<file path="src/design/bbp_ram.sv">
// Generic single-write, single-read synchronous RAM with registered read data.
module bbp_ram #(
  parameter int WIDTH = 8,
  parameter int DEPTH = 16
) (
  input  logic                     clk,
  input  logic                     wr_en,
  input  logic [$clog2(DEPTH)-1:0] wr_addr,
  input  logic [WIDTH-1:0]         wr_data,
  input  logic                     rd_en,
  input  logic [$clog2(DEPTH)-1:0] rd_addr,
  output logic [WIDTH-1:0]         rd_data
);

  logic [WIDTH-1:0] mem [DEPTH];
  logic [WIDTH-1:0] rd_data_r;

  // Write port
  always_ff @(posedge clk) begin
    if (wr_en) begin
      mem[wr_addr] <= wr_data;
    end
  end

  // Registered read port
  always_ff @(posedge clk) begin
    if (rd_en) begin
      rd_data_r <= mem[rd_addr];
    end
  end

  assign rd_data = rd_data_r;

endmodule

</file>
<file path="config.mk">
export PLATFORM = sky130hd
export DESIGN_NAME = bbp_ram
export DESIGN_NICKNAME = d
export VERILOG_FILES = /design/src/design/bbp_ram.sv
export SDC_FILE = /design/constraint.sdc
export NUM_CORES = 1
export LEC_CHECK = 0
export BUFFER_PORTS_ARGS = -buffer_cell sky130_fd_sc_hd__clkbuf_2
export CAP_MARGIN = 20
export CORE_MARGIN = 10
export CORE_UTILIZATION = 45
export CTS_CLUSTER_DIAMETER = 30
export DETAILED_ROUTE_END_ITERATION = 8
export PLACE_DENSITY = 0.71
export SLEW_MARGIN = 20
export SYNTH_ARGS = -nofsm -noshare
export SYNTH_HDL_FRONTEND = slang
export SYNTH_SLANG_ARGS = --single-unit
</file>
<file path="constraint.sdc">
create_clock -name clk -period 2.4 [get_ports clk]
set_clock_uncertainty 0.05 [all_clocks]
set_input_delay 0.24 -clock clk [delete_from_list [all_inputs] [get_ports clk]]
set_output_delay 0.24 -clock clk [all_outputs]
set_load 0.1 [all_outputs]
</file>
* Word level (Yosys, flattened, before mapping)
Memory sizes are Yosys's and may differ from the RTL's. A register that Yosys moved wholly into a read port is not among the register bits.
Index checks and enable logic that the tools add are counted.
** Operators by class
- Add/subtract/negate cells :: 0
- Multipliers :: 0
- Div/mod/pow operators :: 0
- $lt $le $gt $ge :: 0
- Equality and inequality tests :: 0
- Shifts and indexed selects :: 0
- Mux-type cells :: 2
- Bitwise logic cells :: 0
- Reduce and logical (&&, ||, !) cells :: 0
** Operators by type and width (number)
- 1-bit two-way mux :: 2
** Word-level totals
- Register bits after elaboration :: 0
- Latch bits :: 0
- RAM bits :: 128
- Memory bits (read-only) :: 0
- Output and inout bits :: 8
- Word-level logic and storage cells :: 3
- Memories :: 1
** Memories
- mem :: words 16, width 8, rd ports 1, clocked after Yosys merged registers in 1, wr ports 1, line 15 : logic [WIDTH-1:0] mem [DEPTH];

* Logic depth before layout (Yosys ltp)
- Depth in word-level cells :: 2
- Mapped depth :: 5
- Mapped depth without buffers :: 3

* Worst setup path before layout
OpenSTA, ideal clock, no wires.
- Path type :: input to register
- Start point :: input port wr_addr[2]
- End point :: memory mem[0][0], enable pin
- Setup time :: 383 ps
- Arrival time :: 1350 ps
- Required time :: 1967 ps
- Setup slack :: 617 ps
- Stages :: 2
- Path through :: or3b_2 > nor3_1
** RTL lines
- start: declaration :: line 8 : input logic [$clog2(DEPTH)-1:0] wr_addr,
- end: declaration :: line 15
Straight into the memory's write port.

==> results by group <==
Run status
  – Status: finished clean

Routing
  – TritonRoute pass-1 iters: 4
  – DR iter-0 viols: 298
  – Vias: 2424
  – Drt drc: 0
  – Post-route ant nets: 0
  – Wirelength per Cell: 22.54 um
  – Vias per cell: 5.522
  – Total Wirelength: 9.893 mm

Timing
  – Final worst setup slack: 0.7511 ns
  – Setup Total Neg Slack: 0 ns
  – RSZ-0062 raised after global routing: false
  – Final hold violations: 0
  – Tightest Pin Transition: 0.6625 ns
  – Max_slew headroom: 0.5567
  – Slew Viols, Final: 0
  – Fin crit period: 1.649 ns
  – Period utilization: 0.6870
  – Fmax achieved: 606.5 MHz
  – Setup Viol. Count Final: 0

Clock network
  – Post-CTS setup buffer count: 0
  – H-tree levels: 4
  – CTS sink count: 136
  – CTS tree: built
  – Clk buf depth: 2
  – Root Buffer: clkbuf_16
  – Num CTS Buffers: 17
  – Clk pin slew, worst setup/hold paths: 0.06 ns
  – PostCTS Resize Cnt: 0
  – Skew-Pair Late Insertion Delay: 0.40 ns
  – Post-CTS Hold Buffers: 0

Place
  – Post-DP HPWL: 6.460 mm
  – Gp weighted congestion: 0.7555
  – Pre-CTS setup slack: 0.4158 ns
  – Total placed instance area: 5605 um^2
  – PortBufs: 26

Critical path
  – Crit Path Max Fanout: 17
  – CP Capture Type: flop
  – WP data required: 2.49 ns
  – CP max stage delay: 0.62 ns
  – Startpoint class of the critical path: input port
  – CP Buf/Inv Count: 2
  – Worst path top cell family by delay: multiplexers
  – Critical Path AT: 1.73 ns
  – Crit Path Class: input port to flop
  – Reg2Reg Depth: 3
  – Critical Path, Cell by Cell: clkbuf_2 -> buf_4 -> mux4_1 -> a22oi_1 -> nand2_1
  – Worst R2R Setup Slack: 0.78 ns
  – Critical-path top delay cell: mux4_1
  – Worst r2r src: mem[1][0]
  – Reg2reg end: rd_data[0]

Logic synthesis
  – Post-synth EDFFs: 136
  – Mapped Cells: 229
  – Sequential area share after synthesis: 0.7812
  – Synthesized area per cell: 22.83 um^2
  – Synth top area cells: edfxtp_1 78%, mux4_2 7.8%, mux4_1 7.0%, a22oi_1 2.3%, nor2_1 0.93%
  – Synth Flop Type: edfxtp_1
  – Count leader, synth: edfxtp_1
  – Commonest cells in the synthesized netlist: 136 x edfxtp_1, 18 x mux4_2, 16 x a22oi_1, 14 x mux4_1, 13 x nor2_1
  – Area leader, netlist: edfxtp_1
  – Syn Nets: 248
  – Area share of the largest cell type after synthesis: 0.7812
  – Yosys reg bits: 136
  – Synth unique cells: 18
  – Synth warn: 0
  – Ys async rst share: 0
  – Post-Syn Area: 5228 um^2

Die
  – Row cnt: 39
  – Initial core utilization: 0.4578
  – Die outline area: 16330 um^2
  – Die width: 127.8 um
  – I/O Pins: 27
  – Die Ht: 127.8 um
  – Core area: 11420 um^2

Pwr
  – Leak Pwr: 2.081 nW
  – IR drop worst, VDD: 554.9 uV
  – P_sw: 1.191 mW
  – Sw Share: 0.2209
  – Reg power frac: 0.499
  – Power after layout: 5.393 mW
  – Clock power frac: 0.441
  – Combinational share of power: 0.060
  – Internal Power: 4.202 mW
  – Cell Pwr Density: 875.9 nW/um^2

Cells and area
  – N_diodes: 0
  – Post-route cell area: 6157 um^2
  – Utilization after layout: 0.5392
  – Synth-to-layout area growth: 17.78%
  – Post-layout nets: 302
  – Share of cells above drive strength 1: 0.3176
  – Filler instances: 888

Min path
  – Worst Hold Class: input port to flop
  – Hold-critical path depth: 1
  – Hold Startpoint: wr_data[0]
  – Worst Hold End: mem[7][0]

GRT
  – GRT Residual Overflow: 0
  – GR Util met3: 0.02854
  – GRT busiest layer: met2
  – Largest net degree at the start of global routing: 33
  – Grt met1 use: 0.1714
  – Initial antenna violation count: 0
  – Global-route usage over all layers: 0.1254
  – Vias in the first global route: 2508
  – First-pass GRT wire length: 15.08 mm
  – Global Route met2 Usage: 0.1879

Job
  – Max Cap Viol: 0
==> placed cells by master, fill, tap and decap left out <==
master,Yosys,final
a22oi_1,16,16
and2_1,1,1
and2b_1,1,1
buf_12,0,1
buf_4,1,18
bufinv_16,0,1
clkbuf_16,0,17
clkbuf_2,0,26
clkinv_1,0,2
clkinv_2,0,3
clkinv_4,0,1
clkinvlp_4,0,4
edfxtp_1,136,136
inv_6,0,4
mux4_1,14,14
mux4_2,18,18
nand2_1,9,9
nand2b_1,2,2
nand3_1,1,1
nand3b_1,2,2
nor2_1,13,13
nor2b_1,1,1
nor3_1,4,4
or3b_2,1,1
==> layout make-up <==
class                      count  area [um^2]  area share
tap                          143        178.9     0.02906
sequential                   136         4084      0.6633
clock buffer                  17        425.4     0.06909
clock inverter                15        126.4     0.02052
multi-input combinational     83         1057      0.1717
timing repair buffer          45        285.3     0.04633
==> layer usage <==
layer / wire (um) / vias up / share of wire
met5: 0 / - / 0
met4: 63 / 0 / 0.0064
met3: 728 / 6 / 0.074
met2: 4662 / 81 / 0.47
met1: 4437 / 1248 / 0.45
li1: - / 1089 / -
==> power groups by stage <==
| stage | sequential [mW] | combinational [mW] | clock [mW] |
|---|---|---|---|
| 3_5_place_dp | 2.74 | 0.325 | 0 |
| 4_1_cts | 2.69 | 0.326 | 2.41 |
| 5_1_grt | 2.70 | 0.346 | 2.50 |
| 2_1_floorplan | 2.82 | 0.135 | 0 |
| 3_3_place_gp | 2.74 | 0.319 | 0 |
| 6_report | 2.69 | 0.323 | 2.38 |
==> logic make-up (layout without fill, tap and decap cells) <==
kind of cell | count (synthesis) | in the layout | synth area share
buffers and inverters | 10 | 77 | 0.01651
multiplexers | 32 | 32 | 0.1479
AND/OR/NAND/NOR | 35 | 35 | 0.03136
AO/OA/AOI/OAI | 16 | 16 | 0.02298
flip-flops | 136 | 136 | 0.7812
==> state kept, by name, indices dropped and copies added, names as in the netlist <==
signal,count
mem,128
rd_data,8
==> metrics by stage <==
step,hold WS [ns],std cells
2_1_floorplan,0.2889,229
3_3_place_gp,0.5999,407
3_5_place_dp,0.6259,407
4_1_cts,0.1939,439
5_1_grt,0.2235,439
6_report,0.2163,439
==> worst max path at each step <==
| stage | slack (ns) | depth (start not counted) | from | to |
|---|---|---|---|---|
| 2_1_floorplan | 0.62 | 2 | wr_addr[2] | mem[0][0] |
| 6_report | 0.75 | 5 | rd_addr[0] | rd_data[0] |
| 4_1_cts | 0.79 | 5 | rd_addr[0] | rd_data[0] |
| 3_3_place_gp | 0.42 | 5 | rd_addr[0] | rd_data[1] |
| 3_5_place_dp | 0.42 | 5 | rd_addr[0] | rd_data[1] |
| 5_1_grt | 0.69 | 5 | rd_addr[0] | rd_data[0] |
Power figures use the tool's default switching activity.
