===== src/design/bbp_pkg.sv =====
// Shared types, codes and defaults for the bimodal branch predictor with target buffer.
package bbp_pkg;

  // Default table sizes
  localparam int HIST_ENTRIES_DEF = 512;
  localparam int TGT_ENTRIES_DEF  = 512;

  // Width of a branch address
  localparam int PC_W = 64;

  // Function codes carried on in_tuser
  localparam logic [1:0] FUNC_PREDICT = 2'd0;
  localparam logic [1:0] FUNC_UPDATE  = 2'd1;
  localparam logic [1:0] FUNC_CLEAR   = 2'd2;

  // Two-bit counter values
  localparam logic [1:0] CNT_ZERO  = 2'd0;
  localparam logic [1:0] CNT_TAKEN = 2'd2;
  localparam logic [1:0] CNT_MAX   = 2'd3;

  // History table entry
  typedef struct packed {
    logic            valid;
    logic [PC_W-1:0] tag;
    logic [1:0]      cnt;
  } hist_ent_t;

  // Target buffer entry
  typedef struct packed {
    logic            valid;
    logic [PC_W-1:0] tag;
    logic [PC_W-1:0] addr;
  } tgt_ent_t;

endpackage


===== src/design/bbp_index.sv =====
// Table index unit: branch address modulo the table depth.
module bbp_index import bbp_pkg::*; #(
  parameter int ENTRIES = HIST_ENTRIES_DEF
) (
  input  logic                       clk,
  input  logic                       rst_n,
  input  logic                       start,
  input  logic [PC_W-1:0]            pc,
  output logic [$clog2(ENTRIES)-1:0] idx,
  output logic                       done
);

  localparam int IW = $clog2(ENTRIES);
  localparam bit IS_POW2 = ((ENTRIES & (ENTRIES - 1)) == 0);

  logic done_r;
  logic done_nxt;

  assign done = done_r;

  generate
    if (IS_POW2) begin : g_mask
      // Power-of-two depth: the index is the low address bits
      logic [IW-1:0] idx_r;

      always_ff @(posedge clk) begin
        if (start) begin
          idx_r <= pc[IW-1:0];
        end
      end

      always_comb begin
        done_nxt = done_r;
        if (start) begin
          done_nxt = 1'b1;
        end
      end

      assign idx = idx_r;
    end else begin : g_fold
      // Other depths: fold the 16-bit pc chunks by their residues, estimate the
      // quotient of the folded sum by a reciprocal, then correct by one subtract.
      // The value passes through the sum, quotient, remainder and index registers; done marks it ready.
      localparam int            FW    = 34;
      localparam logic [15:0]   R1    = 16'((64'd1 << 16) % 64'(ENTRIES));
      localparam logic [15:0]   R2    = 16'((64'd1 << 32) % 64'(ENTRIES));
      localparam logic [15:0]   R3    = 16'((64'd1 << 48) % 64'(ENTRIES));
      localparam logic [31:0]   RECIP = 32'((64'd1 << FW) / 64'(ENTRIES));

      logic [FW-1:0]  fold;
      logic [FW-1:0]  sum_r;
      logic [FW+31:0] qprod;
      logic [31:0]    quo_r;
      logic [FW-1:0]  diff;
      logic [IW:0]    rem_r;
      logic [IW-1:0]  idx_r;
      logic [2:0]     stg_r;
      logic [2:0]     stg_nxt;

      // Fold, quotient estimate and remainder
      always_comb begin
        fold  = FW'(pc[15:0]) + FW'(32'(pc[31:16]) * 32'(R1))
              + FW'(32'(pc[47:32]) * 32'(R2)) + FW'(32'(pc[63:48]) * 32'(R3));
        qprod = (FW+32)'(sum_r) * (FW+32)'(RECIP);
        diff  = sum_r - FW'(quo_r) * FW'(ENTRIES);
      end

      // Stage tracking
      always_comb begin
        stg_nxt  = {stg_r[1:0], start};
        done_nxt = done_r;
        if (start) begin
          done_nxt = 1'b0;
        end else if (stg_r[2]) begin
          done_nxt = 1'b1;
        end
      end

      always_ff @(posedge clk) begin
        if (!rst_n) begin
          stg_r <= '0;
        end else begin
          stg_r <= stg_nxt;
        end
      end

      // Remainder below twice the depth; one conditional subtract finishes it
      always_ff @(posedge clk) begin
        if (start) begin
          sum_r <= fold;
        end
        quo_r <= qprod[FW+31:FW];
        rem_r <= diff[IW:0];
        idx_r <= (rem_r >= (IW+1)'(ENTRIES)) ? IW'(rem_r - (IW+1)'(ENTRIES))
                                             : rem_r[IW-1:0];
      end

      assign idx = idx_r;
    end
  endgenerate

  always_ff @(posedge clk) begin
    if (!rst_n) begin
      done_r <= 1'b0;
    end else begin
      done_r <= done_nxt;
    end
  end

endmodule


===== config.mk =====
export PLATFORM = sky130hd
export DESIGN_NAME = bbp_index
export DESIGN_NICKNAME = d
export VERILOG_FILES = /design/src/design/bbp_pkg.sv /design/src/design/bbp_index.sv
export SDC_FILE = /design/constraint.sdc
export NUM_CORES = 1
export LEC_CHECK = 0
export BUFFER_PORTS_ARGS = -buffer_cell sky130_fd_sc_hd__buf_2
export CAP_MARGIN = 20
export CORE_UTILIZATION = 20
export DETAILED_ROUTE_END_ITERATION = 12
export PLACE_DENSITY = 0.77
export SYNTH_ARGS = -nofsm -noshare
export SYNTH_HDL_FRONTEND = slang
export SYNTH_SLANG_ARGS = --single-unit

===== constraint.sdc =====
create_clock -name clk -period 0.8 [get_ports clk]
set_clock_uncertainty 0.05 [all_clocks]
set_input_delay 0 -clock clk [delete_from_list [all_inputs] [get_ports clk]]
set_output_delay 0 -clock clk [all_outputs]
set_load 0.02 [all_outputs]

Word level (Yosys, flattened, before mapping)
Cells that the tools add are included.
{ "word_totals": {"register_bits": 10, "in_bits": 67, "output_inout_bits": 10, "wordCells": 2} }

Longest topological paths before layout
Gate-level depths: netlist (run 1).
{ "depth": {"depth_word": 0, "mapped_depth": 1, "depth_no_buf": 1} }

Worst setup path after synthesis (run 1)
OpenSTA, ideal clock, no wires.
{ "synth_path": {"kind": "flip-flop to flip-flop", "start": "register done (netlist name)", "end": "register done_r (netlist: done)", "t_arrival_ps": 542, "required_ps": 635, "path_slack_ps": 94, "stages_incl_launch_ff": 2, "cell_sequence": "dfxtp_1 -> o21a_1"} }
{ "synth_lines": {"columns": ["element", "line", "text"], "rows": [
  ["end signal, assigned", "bbp_index.sv:106", "done_r <= done_nxt;"],
  ["end, declared", "bbp_index.sv:16", "logic done_r;"]
]} }

Final worst setup path (run 1)
{ "layout_path": {"start": "register g_mask.idx_r[4] (netlist: idx[4])", "end": "output port idx[4]"} }
{ "layout_lines": {"columns": ["element", "line", "text"], "rows": [
  ["start, declared", "bbp_index.sv:24", "logic [IW-1:0] idx_r;"],
  ["start signal, assigned", "bbp_index.sv:28", "idx_r <= pc[IW-1:0];"],
  ["end, declared", "bbp_index.sv:9", "output logic [$clog2(ENTRIES)-1:0] idx,"]
]} }
No word-level cell between the ends.

==> reports/qor.txt, run 1 <==
clk buf depth - 2
cell family with most CP delay - flip-flops
DR vias - 229
Placer Congestion - 0.6460
initial antenna violation count - 0
Antenna diodes - 0
Setup WS post-layout - -0.05510 ns
setup tns final - -0.3049 ns
Yosys reg bits - 10
commonest non-fill, non-tap cell in the layout - buf_2
worst r2r dst - done
Skew-Pair Late Insertion Delay - 0.26 ns
placed cell areas - 421.7 um2
DP Worst Slack - 0.1774 ns
clk slew on worst S/H paths - 0.07 ns
storage element area - 291.5 um2
drt total wl - 697 um
TritonCTS Buffers - 3
Syn. warnings - 0
DIE HEIGHT - 40.59 um
Fmax - 1169 MHz
worst rel slew slack - 86.34%
reg-to-reg startpoint - done
count of clock tree sinks - 10
placed cell count - 47
Gate Count Post-Synth - 11
DRT iter0 DRCs - 1
register area share after synthesis - 97.48%
Via density - 3.754
TritonRoute pass-1 iters - 2
Die X - 40.59 um
kind of critical path - reg -> out
Worst Setup SP - idx[4]
Tcrit/Tclk final - 106.9%
total grt overflow - 0
nets - 114
P_leak - 0.2591 nW
Startpoint Class - register
Worst setup EP type - output pin
RSZ-0062 raised after global routing - true
antenna viol nets, final - 0
CP Data Required Time - 0.75 ns
Peak VDD IR - 0.001100 V
crit path max-delay cell type - edfxtp_1
outcome - finished with violations
Die Area - 1647 um2
clk root buf - clkbuf_4
Worst Path Max Fanout - 1
pin count of the biggest net entering global routing - 11
worst-margin pin slew - 0.2050 ns
DRC - 0
Post-Syn Nets - 78
crit-path max cell delay - 0.39 ns
CTS tree - done
Setup-failing EPs final - 9
most frequent cells in the layout - buf_2, dlygate4sd3_1, edfxtp_1, buf_6, clkbuf_4
core box area - 1350 um2
fin cells - 61
worst setup path endpoint - idx[4]
Tightest Hold Check Type - in -> reg
Cell variety after synth - 3
global-route wire length before repair - 966 um
worst path bufs/invs - 1
cells on worst reg2reg path - 1
final hold vios - 0
fin util - 44.67%
Syn Std Cell Area - 297.8 um2
R2R Setup Slk - 0.15 ns
Layout area overhead - 102.5%
row count - 13
Pwr Total - 1.276 mW
Syn Area/Cell - 27.07 um2
min cycle time layout - 0.8551 ns
final instance area - 603.1 um2
Crit path depth - 1
H-tree depth - 1
maxcap violations - 0
violated checks - setup timing
num ports - 77
drt wl/cell - 11.43 um
port buffer count - 21
hold_ws - 0.04267 ns
critical path cell sequence - buf_6
gr usage total - 11.24%
number of global-route vias before repair - 226
Worst Path Arrival - 0.81 ns
Starting Density - 22.06%
share of cells above drive strength 1 - 56.52%
fin. max-slew vios - 0
area of the multi-input gates - 7.507 um2
number of fillers in the final layout - 136
Cell Pwr Density - 2116 nW/um2
## cells in the mapped netlist
| cell | instances | area [um2] |
|---|---|---|
| dfxtp_1 | 1 | 20.02 |
| edfxtp_1 | 9 | 270.3 |
| o21a_1 | 1 | 7.510 |
## report_power, final
part | total, mW | switching (mW) | leakage [nW] | internal (mW)
sequential | 0.630 | 0.0157 | 0.0967 | 0.615
clock | 0.447 | 0.171 | 0.0210 | 0.276
combinational | 0.198 | 0.0888 | 0.141 | 0.109
## worst min path at each step
| stage | from | to | slack [ns] | depth (start not counted) |
|---|---|---|---|---|
| floorplan | pc[0] | idx[0] | 0.05 | 0 |
| global placement | pc[8] | idx[8] | 0.13 | 1 |
| detailed placement | pc[4] | idx[4] | 0.13 | 1 |
| CTS | start | idx[3] | 0.04 | 1 |
| global route | start | idx[4] | 0.04 | 1 |
| finish | start | idx[4] | 0.04 | 1 |
## cell families after synthesis
| logic type | Yosys count | synth area share (%) |
|---|---|---|
| AO/OA/AOI/OAI | 1 | 2.522 |
| flip-flops | 10 | 97.48 |
## layout make-up
type / count / area share [%]
timing repair buffer: 31 / 41.29
sequential: 10 / 48.34
multi-input combinational: 1 / 1.245
tap: 15 / 3.112
clock buffer: 4 / 6.017
## state kept, by name, summed over array words and instances, names as in the netlist
| signal | count |
|---|---|
| idx | 9 |
| done | 1 |
## repair_timing
action | 4_1_cts | 5_1_grt
hold buffers | 10 | 0
pin swaps | 0 | 0
setup endpoints to repair | 10 | 10
endpoints found under the hold margin | 10 | 0
resized for setup | 2 | 13
setup buffers | 0 | 0
## metal layers
layer  GRT usage, %  wire, um  vias up
li1               -         -      114
met1          9.408       297       91
met2          16.67       309       22
met3          7.222        81        2
met4          12.50         8        0
met5              0         0        -
No activity file was read; power rests on OpenSTA's default activity.
==> run 2: changes to the inputs <==
--- a/config.mk
+++ b/config.mk
@@ -9,7 +9,7 @@
 export CAP_MARGIN = 20
 export CORE_UTILIZATION = 20
 export DETAILED_ROUTE_END_ITERATION = 12
-export PLACE_DENSITY = 0.77
+export PLACE_DENSITY = 0.75
 export SYNTH_ARGS = -nofsm -noshare
 export SYNTH_HDL_FRONTEND = slang
 export SYNTH_SLANG_ARGS = --single-unit
==> constraint.sdc (replaced) <==
create_clock -name clk -period 0.8 [get_ports clk]
set_clock_uncertainty 0.05 [all_clocks]
set_input_delay 0.08 -clock clk [delete_from_list [all_inputs] [get_ports clk]]
set_output_delay 0.08 -clock clk [all_outputs]
set_load 0.02 [all_outputs]
==> run 2 against run 1 <==
  * Largest power group unchanged
  * Combinational power is essentially flat
  * Clock power shrank 25%
  * The run still ends with setup timing left
  * Clock-buffer cell count shrank 1
  * First-iteration DRC count grew 100%
==> reports/qor.txt, run 2 (synthesis gave the netlist of run 1 again) <==
clk slew on worst S/H paths - 0.06 ns (about the same)
RSZ-0062 raised after global routing - true
antenna viol nets, final - 0 (unchanged)
global-route wire length before repair - 1041 um (+7.8%)
Fmax - 1053 MHz (-10%)
cell family with most CP delay - flip-flops
Skew-Pair Late Insertion Delay - 0.25 ns (about the same)
P_leak - 0.2535 nW (-2.2%)
DRT iter0 DRCs - 2 (+1)
final hold vios - 0 (unchanged)
H-tree depth - 1 (unchanged)
worst-margin pin slew - 0.2060 ns (+0.001030 ns)
crit path max-delay cell type - edfxtp_1
Setup WS post-layout - -0.1499 ns (-0.09480 ns)
number of global-route vias before repair - 262 (+16%)
Tightest Hold Check Type - in -> reg
fin util - 43.93% (-0.74 points)
num ports - 77 (unchanged)
outcome - finished with violations
worst path bufs/invs - 1 (unchanged)
Worst setup EP type - output pin
Cell Pwr Density - 1966 nW/um2 (-7.1%)
fin. max-slew vios - 0 (unchanged)
clk root buf - clkbuf_4
Starting Density - 22.06% (unchanged)
crit-path max cell delay - 0.41 ns (+0.02 ns)
Placer Congestion - 0.6650 (+2.9%)
commonest non-fill, non-tap cell in the layout - buf_2
count of clock tree sinks - 10 (unchanged)
maxcap violations - 0 (unchanged)
DRC - 0 (unchanged)
share of cells above drive strength 1 - 54.35% (-2.2 points)
hold_ws - 0.1287 ns (+0.08601 ns)
drt wl/cell - 11.33 um (-0.86%)
Die X - 40.59 um (unchanged)
Via density - 3.820 (+1.7%)
TritonCTS Buffers - 3 (unchanged)
drt total wl - 691 um (-0.86%)
gr usage total - 10.92% (-0.32 points)
DIE HEIGHT - 40.59 um (unchanged)
total grt overflow - 0 (unchanged)
CP Data Required Time - 0.67 ns (-0.08 ns)
TritonRoute pass-1 iters - 2 (unchanged)
nets - 114 (unchanged)
clk buf depth - 2 (unchanged)
Worst Setup SP - idx[8]
Startpoint Class - register
port buffer count - 21 (unchanged)
Die Area - 1647 um2 (unchanged)
Worst Path Arrival - 0.82 ns (about the same)
pin count of the biggest net entering global routing - 11 (unchanged)
DR vias - 233 (+1.7%)
min-delay src - start
final instance area - 593.1 um2 (-1.7%)
worst rel slew slack - 86.27% (about the same)
violated checks - setup timing
min cycle time layout - 0.9499 ns (+0.09480 ns)
kind of critical path - reg -> out
Setup-failing EPs final - 10 (+1)
row count - 13 (unchanged)
placed cell areas - 421.7 um2 (unchanged)
Peak VDD IR - 0.001026 V (-6.7%)
Worst Path Max Fanout - 1 (unchanged)
reg-to-reg startpoint - done
most frequent cells in the layout - buf_2, dlygate4sd3_1, edfxtp_1, buf_6, clkbuf_4
critical path cell sequence - buf_6
initial antenna violation count - 0 (unchanged)
post-CTS setup buffers - 0 (unchanged)
core box area - 1350 um2 (unchanged)
Tcrit/Tclk final - 118.7% (+12 points)
number of flip-flops under the largest register name - 9 (unchanged)
CTS tree - done
Antenna diodes - 0 (unchanged)
Layout area overhead - 99.16%
## run 2: cell count changes in the layout (fill, tap and decap cells not counted), sizes merged
cell,previous run,this run
clkbuf,4,3
clkinv,0,1
## run 2: path summary, 6_finish.rpt
path	endpoint	slack (ns)	cells after the start
worst max-delay path	idx[8]	-0.15	1
worst min-delay path	idx[3]	0.13	1
worst max register to register	done	0.14	1
worst min register to register	done	0.44	1
## run 2: what timing repair did
item | in CTS | in global routing
hold buffers | 10 | 0
setup endpoints to repair | 10 | 10
pin swaps | 0 | 0
hold endpoints to repair | 10 | 0
resized for setup | 5 | 10
## run 2: layer usage
| metal | track usage [%] | vias up | routed length (um) | part of all wire [%] |
|---|---|---|---|---|
| li1 | - | 113 | - | - |
| met1 | 10.88 | 98 | 277 | 40 |
| met2 | 16.67 | 22 | 305 | 44 |
| met3 | 5.000 | 0 | 109 | 16 |
| met4 | 10.00 | 0 | 0 | 0 |
| met5 | 0 | - | 0 | 0 |
## run 2: area by class of cell
class                           count  area (um2)
Fill cell                         123       757.0
Sequential cell                    10       291.5
Timing Repair Buffer               31       249.0
Clock buffer                        3       22.52
Tap cell                           15       18.77
Multi-Input combinational cell      1       7.507
Clock inverter                      1       3.754
## run 2: report_power, final
part	internal, mW	switching, mW
Sequential	0.616	0.0187
Combinational	0.109	0.0871
Clock	0.179	0.156
Total	0.904	0.262
## run 2: metrics by stage
step / setup TNS, ns / worst slack, ns / power, mW / cells
2_1_floorplan: 0 / 0.09359 / 0.6926 / 11
6_report: -1.113 / -0.1499 / 1.166 / 61
5_1_grt: -1.508 / -0.1798 / 1.228 / 61
3_5_place_dp: 0 / 0.1250 / 0.7674 / 47
3_3_place_gp: 0 / 0.1397 / 0.7637 / 47
4_1_cts: -1.247 / -0.1658 / 1.152 / 61
